===== src/cpt_pkg.sv =====
`timescale 1ns / 1ps
// cpt_pkg: widths, region codes and transfer types for the closest point on triangle block.
// No dependencies; imported by every module under src.
package cpt_pkg;

	localparam int CW        = 32;          // coordinate width
	localparam int EW        = CW + 1;      // difference / edge width
	localparam int PW        = 2 * EW;      // one component product
	localparam int DW        = PW + 1;      // dot product (sum of three)
	localparam int LW        = 34;          // low slice for the split multiply
	localparam int HW        = DW - LW;     // high slice
	localparam int VW        = 2 * DW;      // second-order terms and divider operands
	localparam int RW        = 32;          // ratio width, unsigned Q0.32
	localparam int TW        = CW + 4;      // output sum before saturation
	localparam int DIV_STEPS = RW + 1;      // one quotient bit per step, top bit saturates
	localparam int DIV_LAT   = DIV_STEPS + 1;
	localparam int QDEPTH    = 2;
	localparam int QAW       = $clog2(QDEPTH);

	typedef enum logic [2:0] {
		RG_A  = 3'd0,
		RG_B  = 3'd1,
		RG_C  = 3'd2,
		RG_AB = 3'd3,
		RG_BC = 3'd4,
		RG_CA = 3'd5,
		RG_IN = 3'd6
	} region_t;

	typedef logic signed [CW-1:0] coord_t;
	typedef logic signed [EW-1:0] edge_t;

	typedef struct packed {
		coord_t [2:0] base;
		edge_t  [2:0] e1;
		edge_t  [2:0] e2;
		logic         full1;
		region_t      region;
		logic         degen;
	} side_t;

	typedef struct packed {
		side_t                 side;
		logic signed [VW-1:0] num;
		logic signed [VW-1:0] den;
	} job_t;

endpackage


===== src/cpt_queue.sv =====
`timescale 1ns / 1ps
// cpt_queue: short FIFO between the classifying front and the divide/scale back.
// Depends on cpt_pkg.
module cpt_queue (
	input  logic           clk,
	input  logic           arst_n,
	input  logic           push,
	input  cpt_pkg::job_t  wdata,
	input  logic           pop,
	output cpt_pkg::job_t  rdata,
	output logic           empty,
	output logic           full
);
	import cpt_pkg::*;

	job_t           mem_q [QDEPTH];
	logic [QAW-1:0] wr_q, rd_q;
	logic [QAW:0]   cnt_q;
	logic           do_push, do_pop;

	assign empty   = (cnt_q == '0);
	assign full    = (cnt_q == (QAW+1)'(QDEPTH));
	assign do_push = push && !full;
	assign do_pop  = pop && !empty;
	assign rdata   = mem_q[rd_q];

	always_ff @(posedge clk or negedge arst_n) begin
		if (!arst_n) begin
			wr_q  <= '0;
			rd_q  <= '0;
			cnt_q <= '0;
		end else begin
			if (do_push)
				wr_q <= (wr_q == QAW'(QDEPTH - 1)) ? '0 : wr_q + 1'b1;
			if (do_pop)
				rd_q <= (rd_q == QAW'(QDEPTH - 1)) ? '0 : rd_q + 1'b1;
			if (do_push && !do_pop)
				cnt_q <= cnt_q + 1'b1;
			else if (do_pop && !do_push)
				cnt_q <= cnt_q - 1'b1;
		end
	end

	always_ff @(posedge clk) begin
		if (do_push)
			mem_q[wr_q] <= wdata;
	end

endmodule


===== config.mk =====
export PLATFORM = sky130hd
export DESIGN_NAME = cpt_queue
export DESIGN_NICKNAME = d
export VERILOG_FILES = /design/src/cpt_pkg.sv /design/src/cpt_queue.sv
export SDC_FILE = /design/constraint.sdc
export NUM_CORES = 1
export LEC_CHECK = 0
export BUFFER_PORTS_ARGS = -buffer_cell sky130_fd_sc_hd__buf_4
export CORE_AREA = 10 10 433 435
export CTS_CLUSTER_DIAMETER = 150
export DETAILED_ROUTE_END_ITERATION = 8
export DIE_AREA = 0 0 443 445
export GPL_ROUTABILITY_DRIVEN = 0
export REMOVE_ABC_BUFFERS = 1
export SYNTH_ARGS = -nofsm -noshare
export SYNTH_HDL_FRONTEND = slang
export SYNTH_SLANG_ARGS = --single-unit

===== constraint.sdc =====
create_clock -name clk -period 32.9 [get_ports clk]
set_input_delay 3.29 -clock clk [delete_from_list [all_inputs] [get_ports clk]]
set_output_delay 3.29 -clock clk [all_outputs]
set_load 0.005 [all_outputs]

# Word-level counts from Yosys, hierarchy flattened
# Memories as Yosys holds them, arrays and structs flattened.
# Index checks and enable logic that the tools add are counted.
# classes
muxes	6
n_addsub	4
n_reduce_logical	10
n_eq_ne	1
# op_table
operator	n
$logic_and A1 B1 Y1	4
$logic_not A1 Y1	4
$mux W1	4
$mux W2	2
$add A1 B1 Y1 const B	2
$add A2 B1 Y2 const B	1
$eq A2 B2 Y1 const B	1
$logic_not A2 Y1	1
$reduce_bool A2 Y1	1
$sub A2 B1 Y2 const B	1
# totals
n_memories	1
out_inout_bits	569
reg_bits	4
ramBits	1134
word_cells	25
inputBits	571
# memory_table
memory	words	word_bits	rd	rd_clocked_by_memory_dff	wr	line	text
mem_q	2	567	1	0	1	cpt_queue.sv:16	job_t mem_q [QDEPTH];

# Longest topological paths before layout
# depth
depth_word	7
mapped_depth	7
ltp_nobuf	7

# Worst setup path after synthesis
# OpenSTA, ideal clock, no wires.
# synth_timing
path_kind	input-to-reg
start	input port push
end	memory mem_q[0][0] (netlist bit) (enable)
arrival_time_ps	26825
setup_slack_ps	4565
required_time_ps	31390
setup_time_ps	1510
stages	2
path_buffers	0
cell_sequence	nand2_1 -> nor2_1
# synth_between
elab_chain_cells	3
# synth_lines
element	line	text
from (decl)	cpt_queue.sv:7	input logic push,
$logic_and A1 B1 Y1	cpt_queue.sv:23	assign do_push = push && !full;
$mux W1	cpt_queue.sv:45	if (do_push)
$mux W1 (implied by the code)	cpt_queue.sv:46	mem_q[wr_q] <= wdata;
to (decl)	cpt_queue.sv:16	
# Every way passes these cells.

==> out/summary.md <==
## Logic synthesis
- **number of distinct standard cells referenced by the synthesized netlist** 16
- **number of synthesized flops with an enable pin** 1134
- **ranking of synthesized cells by area** sky130_fd_sc_hd__edfxtp_1 78%, sky130_fd_sc_hd__mux2_4 17%, sky130_fd_sc_hd__buf_12 2.5%
- **Netlist Area Pre-Place** 0.0437 mm²
- **portion of synthesized cell area occupied by the leading cell type** 77.9%
- **post-synthesis cell type with the largest combined area** sky130_fd_sc_hd__edfxtp_1
- **cell types with the highest counts after synthesis** 1134 x sky130_fd_sc_hd__edfxtp_1, 501 x sky130_fd_sc_hd__mux2_4, 66 x sky130_fd_sc_hd__mux2_2
- **flip-flop and latch count after synthesis** 1138
- **syn_area_per_cell** 24.5 µm²
- **Yosys Warn Count** 0
- **most frequent cell after synthesis** sky130_fd_sc_hd__edfxtp_1
- **async set or reset register ratio after synthesis** 0.351%
- **Post-synth top flop** sky130_fd_sc_hd__edfxtp_1
- **post-synthesis sequential area ratio** 78.2%
- **instance count of the mapped netlist** 1783

## Timing
- **setup repair after global routing missed its margin** false
- **Finish-stage setup viols** 0
- **highest clock frequency the design can meet** 111 MHz
- **worst setup margin** 23.88 ns
- **slew of the pin with the lowest slew margin** 1.15 ns
- **period utilisation layout** 27.4%
- **hold violation count in the final report** 0
- **tightest slew margin relative to the limit** 23.6%
- **final period demand of the worst path** 9.02 ns
- **clk_skew** 0.0228 ns
- **max-slew violation count** 0
- **Setup Total Neg Slack** 0 ns

## Critical path
- **category of the worst setup path capture point** output pin
- **top cell family by delay on the critical path** buffers and inverters
- **startpoint type of the worst setup path** flop
- **dominant cell type by count on the critical path** sky130_fd_sc_hd__buf_4
- **max incr delay on CP** 1.02 ns
- **required time reported for the critical path endpoint** 29.61 ns
- **critical setup path kind** reg -> out
- **crit-path cells** buf_4 -> buf_4 -> buf_4 -> buf_12 -> mux2_4 -> buf_4
- **CP Max Fanout** 123
- **CP arrival** 5.73 ns
- **number of buffers and inverters on the critical path** 5
- **Slowest cell on crit path** sky130_fd_sc_hd__dfrtp_4

## Place
- **sum of net half-perimeters after detailed placement** 115000 µm
- **port buffer count** 1139
- **worst slack after detailed placement** 24.37 ns

## Hold path
- **class of the tightest hold or removal check** reg -> reg

## Power
- **Internal Dissipation** 3.77 mW
- **fraction of power spent switching nets** 28.5%
- **power share of the clock group** 26.8%
- **relative contribution of combinational cells to total power** 33.6%
- **highest ir drop seen on vdd** 0.0754 mV
- **sequential group share of total power** 39.6%
- **LEAKAGE** 22.6 nW
- **power density of the placed cells** 90.1 mW/mm²
- **Switching Power** 1.50 mW

## Clock tree
- **hold_buf cts** 0
- **clock tree from TritonCTS** yes
- **root cell of the clock tree** sky130_fd_sc_hd__clkbuf_16
- **postcts setup bufs** 0
- **number of levels the H-tree was split into** 4
- **clock latency on the worst-skew pair** 0.76 ns
- **Resized cells post-CTS** 0
- **clock transition time at the flip-flop clock pins of the worst setup and hold paths** 0.06 ns
- **Inserted Clock Buffers** 130
- **Clock Sinks** 1138
- **Max Root-Sink Buffers** 3

## Drt
- **starting DRC count in detailed routing** 1719
- **Vias per Instance** 4.07
- **routed wl met2** 76100 µm
- **DRC viols** 0
- **met3 wire length** 15100 µm
- **TritonRoute pass-1 iters** 5
- **remaining number of nets flagged by the antenna check after routing** 0
- **detailed-route wire length** 148000 µm
- **average routed wire per standard cell** 26.8 µm
- **DR vias** 22.5k
- **uppermost layer routed** met5
- **routed length on met1** 49900 µm

## Finish
- **core occupancy in the finished layout** 32.8%
- **final net count** 3588
- **area growth from synthesis to layout** 34.0%
- **area used by multi-input combinational logic** 0.00837 mm²
- **layout cells sized above 1** 61.4%
- **Layout fillers** 17.1k
- **area taken by flip-flops and latches** 0.0342 mm²

## GRT
- **initial antenna violation count** 93
- **number of global-route vias before repair** 23.5k
- **global router's overall resource usage** 14.2%
- **wire length of the first global-routing pass** 195000 µm
- **maximum number of pins on one net before global-route repair** 150
- **Overflow after GRT** 0

## Die
- **Core Region** 0.178 mm²
- **horizontal die dimension** 443 µm
- **# rows** 155
- **die footprint** 0.197 mm²
- **effective utilization at floorplan** 24.5%
- **number of top-level pins** 1140
- **Chip Height** 445 µm

## Run
- **reported max-cap violation count** 0

## Status
- **outcome** complete, no violations

flip-flops by register name (all words and copies together) (netlist names):
register	cells
mem_q	1134
cnt_q	2
wr_q	1
rd_q	1
cell families (layout without fill, tap and decap cells):
| logic type | Yosys count | count (layout) | share of synthesized area (%) |
|---|---|---|---|
| fa+ha+maj | 1 | 1 | 0.0286 |
| mux | 567 | 567 | 18.9 |
| buf+inv | 65 | 1393 | 2.71 |
| compound gates | 1 | 1 | 0.0114 |
| other cells | 0 | 45 | 0 |
| simple gates | 6 | 6 | 0.0630 |
| xor+xnor | 5 | 5 | 0.100 |
| flops | 1138 | 1138 | 78.2 |
routing by layer:
layer,track usage (%),up-vias
met3,6.42,313
met1,14.5,11400
met2,24.9,1049
li1,-,9679
met4,6.65,56
met5,0,-
final cells by class:
type / instances / area share [%]
Tap cell: 2355 / 5.03
Inverter: 2 / 0.0128
Antenna cell: 45 / 0.192
Sequential cell: 1138 / 58.3
Clock buffer: 168 / 6.05
Clock inverter: 59 / 1.08
Multi-Input combinational cell: 580 / 14.3
Timing Repair Buffer: 1164 / 15.0
power groups by stage:
stage	logic, mW	registers [mW]	clock network (mW)
after floorplan	1.73	2.50	0
after global placement	1.81	2.11	0
after detailed placement	1.81	2.12	0
after CTS	1.82	2.09	1.46
after global routing	1.86	2.12	1.52
final	1.77	2.09	1.42
stage by stage:
stage / total power [mW] / instance area (µm²) / std cells / hold slack [ns]
finish: 5.28 / 58500 / 5511 / 0.519
global route: 5.50 / 58500 / 5492 / 0.536
CTS: 5.37 / 58400 / 5466 / 0.521
detailed placement: 3.93 / 54300 / 5239 / 0.514
global placement: 3.92 / 54300 / 5239 / 0.497
floorplan: 4.23 / 42500 / 1720 / 0.461
cell usage in the layout, fill, tap and decap left out, drive strengths merged:
cell type  Yosys  routed
nand2          1       1
diode          0      45
o21ai          1       1
inv            2      12
clkinvlp       0       5
xnor2          3       3
clkinv         0      34
buf           63    1164
clkbuf         0     168
bufinv         0      10
dfrtp          4       4
xor2           2       2
edfxtp      1134    1134
nor2           3       3
nand2b         1       1
and3           1       1
mux2         567     567
ha             1       1
worst paths after layout:
kind                                       from  slack, ns                 endpoint  cells past startpoint
max                            rd_q$_DFFE_PN0P_      23.88               rdata[251]                      6
min                        cnt_q[1]$_DFFE_PN0P_       0.52     cnt_q[1]$_DFFE_PN0P_                      1
max reg2reg                cnt_q[0]$_DFFE_PN0P_      27.16  mem_q[1][453]$_DFFE_PP_                      7
min reg2reg                cnt_q[1]$_DFFE_PN0P_       0.52     cnt_q[1]$_DFFE_PN0P_                      1
max in group asynchronous                arst_n      30.42         rd_q$_DFFE_PN0P_                      1
min in group asynchronous                arst_n       2.35         wr_q$_DFFE_PN0P_                      1
(Power assumes the default switching activity.)
